**config.mk**
```make
export PLATFORM = sky130hd
export DESIGN_NAME = vsi_mul
export DESIGN_NICKNAME = d
export VERILOG_FILES = /design/src/sv/vsi_mul.sv
export SDC_FILE = /design/constraint.sdc
export NUM_CORES = 2
export LEC_CHECK = 0
export BUFFER_PORTS_ARGS = -buffer_cell sky130_fd_sc_hd__buf_2
export CORE_MARGIN = 4
export CORE_UTILIZATION = 45
export CTS_CLUSTER_DIAMETER = 60
export DETAILED_ROUTE_END_ITERATION = 8
export GPL_TIMING_DRIVEN = 0
export PLACE_DENSITY = 0.61
export SYNTH_ARGS = -nofsm -noshare
export SYNTH_HDL_FRONTEND = slang
export SYNTH_SLANG_ARGS = --single-unit
```
**constraint.sdc**
```tcl
create_clock -name aclk -period 13.4 [get_ports aclk]
set_input_delay 2.68 -clock aclk [delete_from_list [all_inputs] [get_ports aclk]]
set_output_delay 2.68 -clock aclk [all_outputs]
set_load 0.02 [all_outputs]
```
**src/sv/vsi_mul.sv**
```systemverilog
// ----------------------------------------------------------------------------
// vsi_mul
// Shared 64 x 64 unsigned multiplier, one 32 x 32 partial product a cycle.
// ----------------------------------------------------------------------------
module vsi_mul (
    input  logic         aclk,
    input  logic         aresetn,
    input  logic         start,
    input  logic [63:0]  op_a,
    input  logic [63:0]  op_b,
    output logic         done,
    output logic [127:0] prod
);
    logic [63:0]  a_reg, a_next, b_reg, b_next;
    logic [2:0]   cnt_reg, cnt_next;
    logic         busy_reg, busy_next, done_reg, done_next;
    logic         ppv_reg, ppv_next;
    logic [63:0]  pp_reg, pp_next;
    logic [1:0]   pos_reg, pos_next;
    logic [127:0] acc_reg, acc_next;
    logic [31:0]  a_half, b_half;

    assign a_half = cnt_reg[1] ? a_reg[63:32] : a_reg[31:0];
    assign b_half = cnt_reg[0] ? b_reg[63:32] : b_reg[31:0];

    always_comb begin
        a_next    = a_reg;
        b_next    = b_reg;
        cnt_next  = cnt_reg;
        busy_next = busy_reg;
        done_next = 1'b0;
        ppv_next  = 1'b0;
        pp_next   = pp_reg;
        pos_next  = pos_reg;
        acc_next  = acc_reg;
        if (ppv_reg) begin
            case (pos_reg)
                2'd0:    acc_next = acc_reg + {64'd0, pp_reg};
                2'd1:    acc_next = acc_reg + {32'd0, pp_reg, 32'd0};
                default: acc_next = acc_reg + {pp_reg, 64'd0};
            endcase
        end
        if (start) begin
            a_next    = op_a;
            b_next    = op_b;
            cnt_next  = 3'd0;
            busy_next = 1'b1;
            acc_next  = '0;
        end else if (busy_reg) begin
            if (cnt_reg == 3'd4) begin
                busy_next = 1'b0;
                done_next = 1'b1;
            end else begin
                pp_next  = a_half * b_half;
                pos_next = {cnt_reg[1] & cnt_reg[0], cnt_reg[1] ^ cnt_reg[0]};
                ppv_next = 1'b1;
                cnt_next = cnt_reg + 3'd1;
            end
        end
    end

    always_ff @(posedge aclk) begin
        if (!aresetn) begin
            busy_reg <= 1'b0;
            done_reg <= 1'b0;
            ppv_reg  <= 1'b0;
            cnt_reg  <= 3'd0;
        end else begin
            busy_reg <= busy_next;
            done_reg <= done_next;
            ppv_reg  <= ppv_next;
            cnt_reg  <= cnt_next;
        end
    end

    always_ff @(posedge aclk) begin
        a_reg   <= a_next;
        b_reg   <= b_next;
        pp_reg  <= pp_next;
        pos_reg <= pos_next;
        acc_reg <= acc_next;
    end

    assign done = done_reg;
    assign prod = acc_reg;
endmodule

```
==> impl_metrics.json <==
{
  "status": "complete, but fails checks",
  "violations": "max-capacitance violations, max-slew violations",
  "grt_pass1_vias": 54200,
  "drive_gt1_frac": 0.0770,
  "path_max_fanout": 10,
  "ys_top_cells_by_area": "fa_1 (30%), edfxtp_1 (9.9%), ha_1 (9.7%)",
  "hp-class": "reg2reg",
  "synth_flop_cell": "edfxtp_1",
  "wl_um": 277000,
  "setup-violations-final": 0,
  "crit_arrival_ns": 12.99,
  "hold_viol_final": 0,
  "root_buffer": "clkbuf_16",
  "cp_common_cell": "fa_1",
  "via_count": 55100,
  "die_y_um": 370,
  "maxSlewViolCount": 14,
  "placed_cell_area_mm2": 0.0628,
  "port_buffers": 259,
  "clock_sinks": 328,
  "finClkSkew_ns": 0.0413,
  "period_share": 0.943,
  "holdBufCountCts": 0,
  "clock_latency_ns": 0.67,
  "drv_cap": 4,
  "fin_tns_setup_ns": 0,
  "syn_area_mm2": 0.0591,
  "cts_tree": "built",
  "routed_via_density": 6.11,
  "htree_levels": 2,
  "grt_pass1_wl_um": 392000,
  "rsz0062_at_grt": "no",
  "start_util": 0.455,
  "io_pins": 260,
  "crit_required_ns": 13.75,
  "crit_path_start_kind": "register",
  "ys_warn_count": 0,
  "synth_top_area_cell": "fa_1",
  "cts_setup_buffers": 0,
  "largest_register_ff_count": 128,
  "syn_inst": 6908,
  "grt_max_degree": 102,
  "dr.pass1.iters": 6,
  "period_needed_ns": 12.63,
  "fp.dieW_um": 370,
  "r2r_cells": 29,
  "dp.cells": 8921,
  "cts_buffers": 53,
  "whs_path_depth": 2,
  "yosysUniqueCellTypes": 116,
  "yosysSeqAreaShare": 0.144,
  "critPathCaptureType": "register",
  "dpl.hpwl_um": 233000,
  "clock.fmax_ghz": 0.0792,
  "max_stage_delay_ns": 1.42,
  "die-area_mm2": 0.137,
  "nets": 8720,
  "netlist_top_cells_count": "inv_1 (955), fa_1 (899), nor2_1 (891)",
  "yosysMostFrequentCell": "inv_1",
  "synth_area_per_cell_um2": 8.56,
  "row_count": 132,
  "synth_edf_count": 194,
  "drc": 0,
  "gp_congestion": 1.06,
  "core_area_mm2": 0.130,
  "cts_resized": 0,
  "final_core_util": 0.497,
  "design_area_mm2": 0.0646,
  "async_flop_share": 0,
  "first_iter_violations": 5909,
  "grt_util_all_layers": 0.399,
  "slew_headroom": -0.158,
  "cts_buffer_depth": 3,
  "path_class": "reg2reg",
  "antenna_left": 0,
  "cts.clk_slew.worst_paths_ns": 0.06,
  "crit_slowest_cell": "mux2i_1",
  "post_drt_wl_per_cell_um": 30.6,
  "synth_nets": 8394,
  "grt.overflow.total": 0,
  "grt_antenna_before_repair": 8,
  "synth_top_area_frac": 0.304,
  "tightest_slew_ns": 1.69,
  "synth-seq-cells": 328,
  "final_cells": 9029,
  "area_growth_pct": 9.33
}
==> layout by cell type, fill, tap and decap left out, types with 63 or more instances in the layout <==
cell type	n
a21o_1	155
xor2_1	96
dfxtp_1	134
ha_1	456
nor2_1	890
fa_1	899
xnor2_1	143
a21oi_1	423
nand4_1	107
nand2_1	787
edfxtp_1	194
mux2i_1	63
nand3_1	88
inv_1	955
buf_2	291
o21ai_0	247
nor3_1	82
clkbuf_1	296
==> critical path, delay by kind of cell (launching register included) <==
family,cells,cell delay (ns)
xor+xnor,1,0.15
compound gates,9,2.87
buf+inv,7,2.38
flops,1,0.48
simple gates,2,0.46
mux,1,1.42
fa+ha+maj,9,4.57
==> cell type report <==
cell class	count	area [um2]
buffer	351	1400
clock inverter	36	410
fill	12800	65400
antenna	11	27.5
tap	1742	2180
sequential	328	8510
timing repair buffer	271	1450
multi-input combinational	5271	45700
inverter	958	3600
clock buffer	61	1370
==> per-stage QoR <==
stage                     worst slack (ns)  hold slack, ns
after CTS                            0.816           0.481
final                                0.768           0.477
after global placement               0.795           0.460
after detailed placement             0.836           0.473
after floorplan                       4.52           0.438
after global routing                 0.524           0.504
==> final timing paths <==
check        startpoint         end  slack (ns)
max          cnt_reg[0]  pp_reg[63]        0.77
min            prod[22]    prod[22]        0.48
max reg2reg  cnt_reg[0]  pp_reg[63]        0.77
min reg2reg    prod[22]    prod[22]        0.48
==> cell families (layout without fill, tap and decap cells) <==
logic type / Yosys count / in the layout / synth area share
and+or+nand+nor: 2211 / 2211 / 0.162
adders and majority gates: 1355 / 1355 / 0.401
AOI/OAI and AO/OA: 1323 / 1323 / 0.147
buffers and inverters: 1309 / 1677 / 0.0846
DFF: 328 / 328 / 0.144
xor gates and xnor gates: 239 / 239 / 0.0354
muxes: 143 / 143 / 0.0256
other: 0 / 11 / 0
==> routing by layer <==
layer | up-vias | track usage | wire, um | share of wire
li1 | 23600 | - | - | -
met1 | 27300 | 0.520 | 108000 | 0.39
met2 | 3433 | 0.604 | 118000 | 0.43
met3 | 843 | 0.0952 | 30100 | 0.11
met4 | 8 | 0.239 | 20600 | 0.075
met5 | - | 0 | 48 | 0.00017
Power is not shown: default switching activity piles up to over one toggle a cycle in this logic, so the estimate is an artifact.
