[config.mk]
export PLATFORM = sky130hd
export DESIGN_NAME = vsi_shsub
export DESIGN_NICKNAME = d
export VERILOG_FILES = /design/src/sv/vsi_shsub.sv
export SDC_FILE = /design/constraint.sdc
export NUM_CORES = 1
export LEC_CHECK = 0
export BUFFER_PORTS_ARGS = -buffer_cell sky130_fd_sc_hd__buf_2
export CAP_MARGIN = 30
export CORE_MARGIN = 1
export CORE_UTILIZATION = 64
export DETAILED_ROUTE_END_ITERATION = 8
export PLACE_DENSITY_LB_ADDON = 0.3
export SLEW_MARGIN = 20
export SYNTH_ARGS = -nofsm -noshare
export SYNTH_HDL_FRONTEND = slang
export SYNTH_SLANG_ARGS = --single-unit
[constraint.sdc]
create_clock -name aclk -period 10.19 [get_ports aclk]
set_clock_uncertainty 0.05 [all_clocks]
set_input_delay 0.5095 -clock aclk [delete_from_list [all_inputs] [get_ports aclk]]
set_output_delay 0.5095 -clock aclk [all_outputs]
set_load 0.02 [all_outputs]
[src/sv/vsi_shsub.sv]
// ----------------------------------------------------------------------------
// vsi_shsub
// Shared shift and subtract unit: 128 / 64 restoring divide, one quotient bit
// a cycle, or floor square root of 128 bits, one root bit a cycle.
// ----------------------------------------------------------------------------
module vsi_shsub (
    input  logic         aclk,
    input  logic         aresetn,
    input  logic         start,
    input  logic         sqrt_mode,
    input  logic [127:0] num,
    input  logic [63:0]  den,
    output logic         done,
    output logic [127:0] result
);
    logic         busy_reg, busy_next, done_reg, done_next;
    logic         mode_reg, mode_next;
    logic [6:0]   cnt_reg, cnt_next;
    logic [127:0] num_reg, num_next;
    logic [63:0]  den_reg, den_next;
    logic [65:0]  rem_reg, rem_next;
    logic [63:0]  root_reg, root_next;
    logic [64:0]  div_t;
    logic         div_ge;
    logic [67:0]  sq_t, sq_trial;
    logic         sq_ge;

    assign div_t    = {rem_reg[63:0], num_reg[127]};
    assign div_ge   = div_t >= {1'b0, den_reg};
    assign sq_t     = {rem_reg, num_reg[127:126]};
    assign sq_trial = {2'b00, root_reg, 2'b01};
    assign sq_ge    = sq_t >= sq_trial;

    always_comb begin
        busy_next = busy_reg;
        done_next = 1'b0;
        mode_next = mode_reg;
        cnt_next  = cnt_reg;
        num_next  = num_reg;
        den_next  = den_reg;
        rem_next  = rem_reg;
        root_next = root_reg;
        if (start) begin
            busy_next = 1'b1;
            mode_next = sqrt_mode;
            cnt_next  = sqrt_mode ? 7'd63 : 7'd127;
            num_next  = num;
            den_next  = den;
            rem_next  = '0;
            root_next = '0;
        end else if (busy_reg) begin
            if (mode_reg) begin
                rem_next  = sq_ge ? 66'(sq_t - sq_trial) : sq_t[65:0];
                root_next = {root_reg[62:0], sq_ge};
                num_next  = {num_reg[125:0], 2'b00};
            end else begin
                rem_next = {1'b0, div_ge ? (div_t - {1'b0, den_reg}) : div_t};
                num_next = {num_reg[126:0], div_ge};
            end
            cnt_next = cnt_reg - 7'd1;
            if (cnt_reg == 7'd0) begin
                busy_next = 1'b0;
                done_next = 1'b1;
            end
        end
    end

    always_ff @(posedge aclk) begin
        if (!aresetn) begin
            busy_reg <= 1'b0;
            done_reg <= 1'b0;
        end else begin
            busy_reg <= busy_next;
            done_reg <= done_next;
        end
    end

    always_ff @(posedge aclk) begin
        mode_reg <= mode_next;
        cnt_reg  <= cnt_next;
        num_reg  <= num_next;
        den_reg  <= den_next;
        rem_reg  <= rem_next;
        root_reg <= root_next;
    end

    assign done   = done_reg;
    assign result = mode_reg ? {64'd0, root_reg} : num_reg;
endmodule

==> impl_results.md, run 1 <==
- Status: completed
- Max-cap viol count: 0
- Max Root-Sink Buffers: 3
- LEAKAGE: between 10 and 15 nW
- Dpl cell area: 25800 µm²
- Area grow syn2layout: 11.9%
- Max reg flops: about 130
- GRT Total Usage: 37.5%
- Startpoint Class: flip-flop
- Clk slew on worst S/H paths: approximately 60 ps
- Final period util: between 40% and 50%
- Worst setup path startpoint: rem_reg[7]
- Vias per cell: 6.31
- Slew @ Worst Pin: just under 1000 ps
- # Post-CTS Setup Buffers: 0
- Final cell count without fillers: between 3000 and 4000
- Sequential power share: 23.1%
- Number of synthesized flops with an enable pin: 200
- Unrepaired setup endpoints after global routing: false
- Hold Path Class: input pin to flip-flop
- First-pass GRT wire length: 114000 µm
- Logic pwr share: about three fifths
- # rows: 70
- # nets final: ~3400
- First-pass DRT Iterations: 8
- Worst r2r src: rem_reg[7]
- Crit path time final: 4640 ps
- Post-route ant nets: 0
- Crit path capture type: flip-flop
- Core Footprint: 36900 µm²
- IO Pins: 325
- GRT Residual Overflow: 0
- # DRC: 0
- Power Internal: 4.18 mW
- Cell count after synthesis: 2875
- CP arrival: 5090 ps
- Worst path cell trace: ha_1, a211oi_1, o21bai_1, a21oi_1, o21ai_0, o31ai_2, o21ai_4, a31oi_4, buf_4, and2_1, a222oi_1, and4b_1, a21oi_1
- Yosys top cell by area: edfxtp_1
- Slew HR: 34.6%
- Cts-stage hold buffer count: 0
- Switch share: about 47%
- Slew Limit Fails: 0
- WP data required: 10640 ps
- Worst-Skew Late Latency: 580 ps
- Critical Path Fanout Max: 93
- Fill cells: 2805
- PD cells: ~290 nW/µm²
- Multi-input gate area: 14100 µm²
- Placed cells: approximately 3600
- Sequential share of the synthesized area: 35.9%
- Final Routed Wirelength: 74200 µm
- Clock power frac: approximately 18%
- Layout cells sized above 1: 16.5%
- Root buffer cell: clkbuf_16
- Hold Startpoint: den[47]
- TNS Setup: 0 ps
- Synth top area share: roughly a quarter
- Syn Nets: approximately 3200
- Final Hold Viols: 0
- Chip height: roughly 200 µm
- IO buf count: around 320
- Starting Density: 65.4%
- Chip width: approximately 200 µm
- H-tree depth: 2
- Critical path's largest stage delay: 760 ps
- Final instance area: 27000 µm²
- Sink Count: 332
- Largest net degree at the start of global routing: 247
- Vias in the first global route: 22000
- Maximum vdd ir drop: between 0.3 and 0.4 mV
- TritonCTS clock tree: done
- Critical path's most frequent cell: a21oi_1
- Yosys cell types: 97
- FF+latch area: 8650 µm²
- Syn. warnings: 0
- Drt wl/cell: 20.5 µm
- Die area: 38500 µm²
- Initial antenna violation count: 0
- Setup-failing EPs final: 0
- Mapped Avg Cell Area: 8.39 µm²
- Area contributors post-synth: edfxtp_1, dfxtp_1, nand2_1, ha_1, a21oi_1
- Via count: 22900
- Mapped cell area: 24100 µm²
- Commonest register cell after synthesis: edfxtp_1
- CP Class: flip-flop to flip-flop
- Max Clock Freq: 216 MHz
- Crit path max-delay cell type: and2_1
- P_sw: 3.66 mW
- Dpl hpwl: 55200 µm
- Post-CTS resize count: 0
- RePlAce Congestion: 1.01
- Yosys reg bits: approximately 330
- Share of synthesized flip-flops with an asynchronous set or reset: 0%
- DR iter-0 viols: 1934
- Cts bufs inserted: 39
[synth_stat cells, types with 19 or more instances]
cell and instances:
ha_1 132, a32o_1 21, a21o_1 72, a21oi_1 329, o21ai_0 219, clkbuf_1 121, nand3_1 26, mux2i_1 78
inv_1 168, o21ai_1 27, buf_2 19, edfxtp_1 200, nand2_1 497, o21bai_1 34, nand4_1 34, xnor2_1 73
dfxtp_1 132, mux2_2 67, nor2b_1 75, o211ai_1 61, nor2_1 125, nor3_1 27, xor2_1 50
[logic make-up (layout without fill, tap and decap cells)]
kind of cell             Yosys count  after routing  synth area share [%]
AO/OA/AOI/OAI                    924            924                  23.9
flip-flops                       332            332                  35.9
multiplexers                     145            145                  6.37
adder cells (fa/ha/maj)          133            133                  6.93
AND/OR/NAND/NOR                  881            881                  16.6
other                              0              2                     0
XOR/XNOR                         123            123                  4.47
buffers and inverters            337            582                  5.89
[power groups by stage]
stage | clock (mW) | combinational (mW) | sequential, mW
2_1_floorplan | 0 | 3.56 | 1.74
3_3_place_gp | 0 | 4.51 | 1.82
3_5_place_dp | 0 | 4.53 | 1.83
4_1_cts | 1.38 | 4.57 | 1.80
5_1_grt | 1.42 | 5.05 | 1.82
6_report | 1.37 | 4.65 | 1.81
[stage by stage]
step                hold WS [ps]  worst slack [ps]  util, %  power (mW)
floorplan                    382              5690        -        5.30
global placement             408              5850     69.8        6.33
detailed placement           416              5710     69.9        6.36
CTS                         38.0              5690     73.2        7.75
global route                54.9              5200     73.2        8.30
finish                      53.6              5550     73.2        7.83
[cell type report]
cell class	count	share of cell area, %
clock inverters	26	0.802
inverters	170	2.37
multi-input cells	2206	52.1
diodes	2	0.0185
repair buffers	340	6.61
clock buffers	46	3.71
flip-flops and latches	332	32.0
well taps	504	2.34
[routing by layer]
metal	track usage [%]	vias up	routed length, µm
met5	0	-	0
met2	66.5	1046	37200
li1	-	10800	-
met4	19.9	0	3910
met3	5.28	273	4970
met1	43.9	10800	28100
[worst max-delay path, delay by kind of cell (launching register included)]
family,cells,cell delay (ps)
simple gates,2,1010
flops,1,460
buf+inv,1,750
fa+ha+maj,1,360
compound gates,9,1920
[path summary, 6_finish.rpt]
path                  endpoint  slack, ps  depth (start not counted)
setup reg to reg   rem_reg[63]       5550                         13
hold reg to reg   root_reg[63]        420                          2
hold / removal     den_reg[47]         50                          1
setup / recovery   rem_reg[63]       5550                         13
[cells in the final DEF, fill, tap and decap left out, types with 13 or more instances in the layout]
cell type | synthesis | layout
nand4_1 | 34 | 34
a211oi_1 | 16 | 16
o21a_1 | 13 | 13
inv_1 | 168 | 167
dfxtp_1 | 132 | 132
mux2i_1 | 78 | 78
nor2b_1 | 75 | 75
o211ai_1 | 61 | 61
mux2_2 | 67 | 67
nand2b_1 | 18 | 18
o21ai_0 | 219 | 219
and3_1 | 15 | 15
nand2_1 | 497 | 496
nor3_1 | 27 | 27
a21oi_1 | 329 | 329
a21o_1 | 72 | 72
nand3_1 | 26 | 26
nor2_1 | 125 | 123
o21bai_1 | 34 | 34
edfxtp_1 | 200 | 200
clkbuf_16 | 0 | 39
a32o_1 | 21 | 21
o21ai_1 | 27 | 27
ha_1 | 132 | 132
buf_4 | 2 | 13
a31oi_1 | 18 | 18
xor2_1 | 50 | 50
xnor2_1 | 73 | 73
buf_2 | 19 | 323
Power figures use the tool's default switching activity.
==> run 2: changes to the inputs <==
CORE_UTILIZATION = 54   (was 64)
clock period = 4 ns   (was 10.19 ns; I/O delays follow)
==> run 2 against run 1 <==
Against the previous run:
- hold slack better by 230 ps
- sequential power increased to 2.5 times the previous value
- register-to-register slack worse by 5400 ps
- clock-buffer cell count rose by 16
- wire length is 4.6% higher
- sequential share of layout area fell by 2.7 points
- maximum frequency up 21%
- final cell count is 8.9% higher
- flip-flop and latch count unchanged
- clock power rose to 2.6 times the previous value
- die area rose by 18%
- critical endpoint is now rem_reg[62]
- power grew to 2.6 times the previous value
- highest routed layer is now met5
==> impl_results.md, run 2 (synthesis gave the netlist of run 1 again) <==
- Vias in the first global route: 22700 (+3.0%)
- Dpl cell area: 26200 µm² (+1.8%)
- Chip height: 213 µm (+8.8%)
- Slew HR: 14.1% (-21 points)
- H-tree depth: 2 (unchanged)
- Unrepaired setup endpoints after global routing: false
- Vias per cell: 5.94 (-5.8%)
- CP Class: flip-flop to flip-flop
- Setup WS post-layout: 157 ps (-5400 ps)
- IO buf count: 324 (unchanged)
- # rows: 77 (+10%)
- First-pass GRT wire length: 118000 µm (+3.5%)
- Critical Path Fanout Max: 5 (-95%)
- Maximum vdd ir drop: 0.468 mV (+50%)
- Chip width: 213 µm (+8.8%)
- Via count: 23500 (+2.6%)
- Core Footprint: 44100 µm² (+20%)
- GRT Total Usage: 32.8% (-4.7 points)
- # DRC: 0 (unchanged)
- Placed cells: 3681 (+3.6%)
- Clk slew on worst S/H paths: 60 ps (about the same)
- Hold_ws: 288 ps (+234 ps)
- Root buffer cell: clkbuf_16
- Sink Count: 332 (unchanged)
- WP data required: 4440 ps (-6200 ps)
- Sequential power share: 22.3% (-0.8 points)
- TritonCTS clock tree: done
- Area grow syn2layout: 22.2%
- Hold Path Class: input pin to flip-flop
- Crit path capture type: flip-flop
- Final Routed Wirelength: 77600 µm (+4.6%)
- Drt wl/cell: 19.7 µm (-4.0%)
- First-pass DRT Iterations: 7 (-1)
- Layout cells sized above 1: 16.7% (+0.15 points)
- Slew @ Worst Pin: 1290 ps (+308 ps)
- IO Pins: 325 (unchanged)
- Worst-Skew Late Latency: 580 ps (about the same)
- PD cells: 698 nW/µm² (+140%)
- Reg-to-Reg End: rem_reg[62]
- RePlAce Congestion: 1.02 (about the same)
- Dpl hpwl: 54900 µm (-0.60%)
- GRT Residual Overflow: 0 (unchanged)
- Die area: 45500 µm² (+18%)
- Cts bufs inserted: 39 (unchanged)
- Final cell count without fillers: 3950 (+8.9%)
- Largest net degree at the start of global routing: 227 (-8.1%)
- Setup-failing EPs final: 0 (unchanged)
- Final period util: 96.1% (+51 points)
- DR iter-0 viols: 2033 (+5.1%)
- Initial antenna violation count: 3 (+3)
- FF-to-FF path depth: 15 (+2)
- Final instance area: 29500 µm² (+9.2%)
- R2r setup slk: 160 ps (-5400 ps)
- Crit path capture: rem_reg[62]
- Most frequent cells in the layout: nand2_1, a21oi_1, buf_2
- Pwr Total: 20.6 mW (+160%)
- Post-route ant nets: 0 (unchanged)
- Max reg flops: 128 (unchanged)
- Worst setup path startpoint: num_reg[127]
- Starting Density: 54.7% (-11 points)
- Clock power frac: 17.6% (about the same)
- # nets final: 3654 (+6.9%)
- Worst r2r src: num_reg[127]
- Final core area utilization: 66.8% (-6.4 points)
- P_sw: 9.39 mW (+160%)
- LEAKAGE: 12.6 nW (+9.2%)
- CP arrival: 4280 ps (-810 ps)
- Max Clock Freq: 260 MHz (+21%)
- Power Internal: 11.2 mW (+170%)
- Most common cell after layout, fill and taps aside: nand2_1
- Max-cap viol count: 0 (unchanged)
- Fill cells: 3640 (+30%)
- Status: completed
- Max Root-Sink Buffers: 3 (unchanged)
- Switch share: 45.6% (-1.1 points)
- Startpoint Class: flip-flop
- TNS Setup: 0 ps (unchanged)
- Slew Limit Fails: 0 (unchanged)
- Place WS: 64.3 ps (-5640 ps)
- Crit path time final: 3840 ps (-795 ps)
- Final Hold Viols: 0 (unchanged)
- Logic pwr share: 60.1% (+0.7 points)
run 2: changes by cell type in the layout (fill, tap and decap cells not counted), sizes merged:
cell | before | now
buf | 340 | 382
inv | 171 | 169
bufinv | 3 | 2
clkbuf | 46 | 62
clkinv | 21 | 8
dlygate4sd3 | 0 | 194
run 2: layout make-up:
type	instances	area [µm²]	share of cell area [%]
Multi-Input combinational cell	2206	14100	47.8
Sequential cell	332	8650	29.3
Timing Repair Buffer	576	4080	13.9
Clock buffer	62	1160	3.93
Tap cell	592	741	2.51
Inverter	170	642	2.18
Clock inverter	10	116	0.395
Antenna cell	2	5.00	0.0170
run 2: critical path, stage by stage (launching register included):
cell and delay (ps):
edfxtp_1 390, inv_2 110, ha_1 170, inv_1 60, fa_1 440, a211oi_2 280, o21bai_1 150, a21o_2 290
a211oi_4 320, nor4b_1 150, o31a_1 330, a31oi_2 210, a21oi_1 110, o21ai_1 130, or4b_1 450, o211ai_1 90
run 2: worst min path at each step:
stage	start	endpoint	slack [ps]	cells past startpoint
detailed placement	den[11]	den_reg[11]	330	1
floorplan	den[0]	den_reg[0]	250	0
finish	den[28]	den_reg[28]	290	2
global route	num[126]	num_reg[126]	250	3
global placement	den[28]	den_reg[28]	330	1
CTS	den[33]	den_reg[33]	260	2
run 2: repair_timing:
item	in CTS	in global routing
hold buffers	194	0
endpoints found under the hold margin	197	0
buffers inserted	0	1
resized for setup	0	7
endpoints found under the setup margin	0	7
run 2: routing by layer:
metal / up-vias / GRT usage (%) / wire [µm]
met3: 240 / 4.96 / 3940
met4: 4 / 14.4 / 3430
met2: 870 / 59.5 / 39900
li1: 11300 / - / -
met5: - / 0.108 / 27
met1: 11100 / 38.0 / 30300
run 2: power by group through the flow:
stage	combinational [mW]	sequential [mW]	clock [mW]
CTS	12.2	4.58	3.64
global placement	11.9	4.64	0
global route	13.5	4.62	3.80
floorplan	9.08	4.43	0
detailed placement	12.0	4.65	0
finish	12.4	4.60	3.62
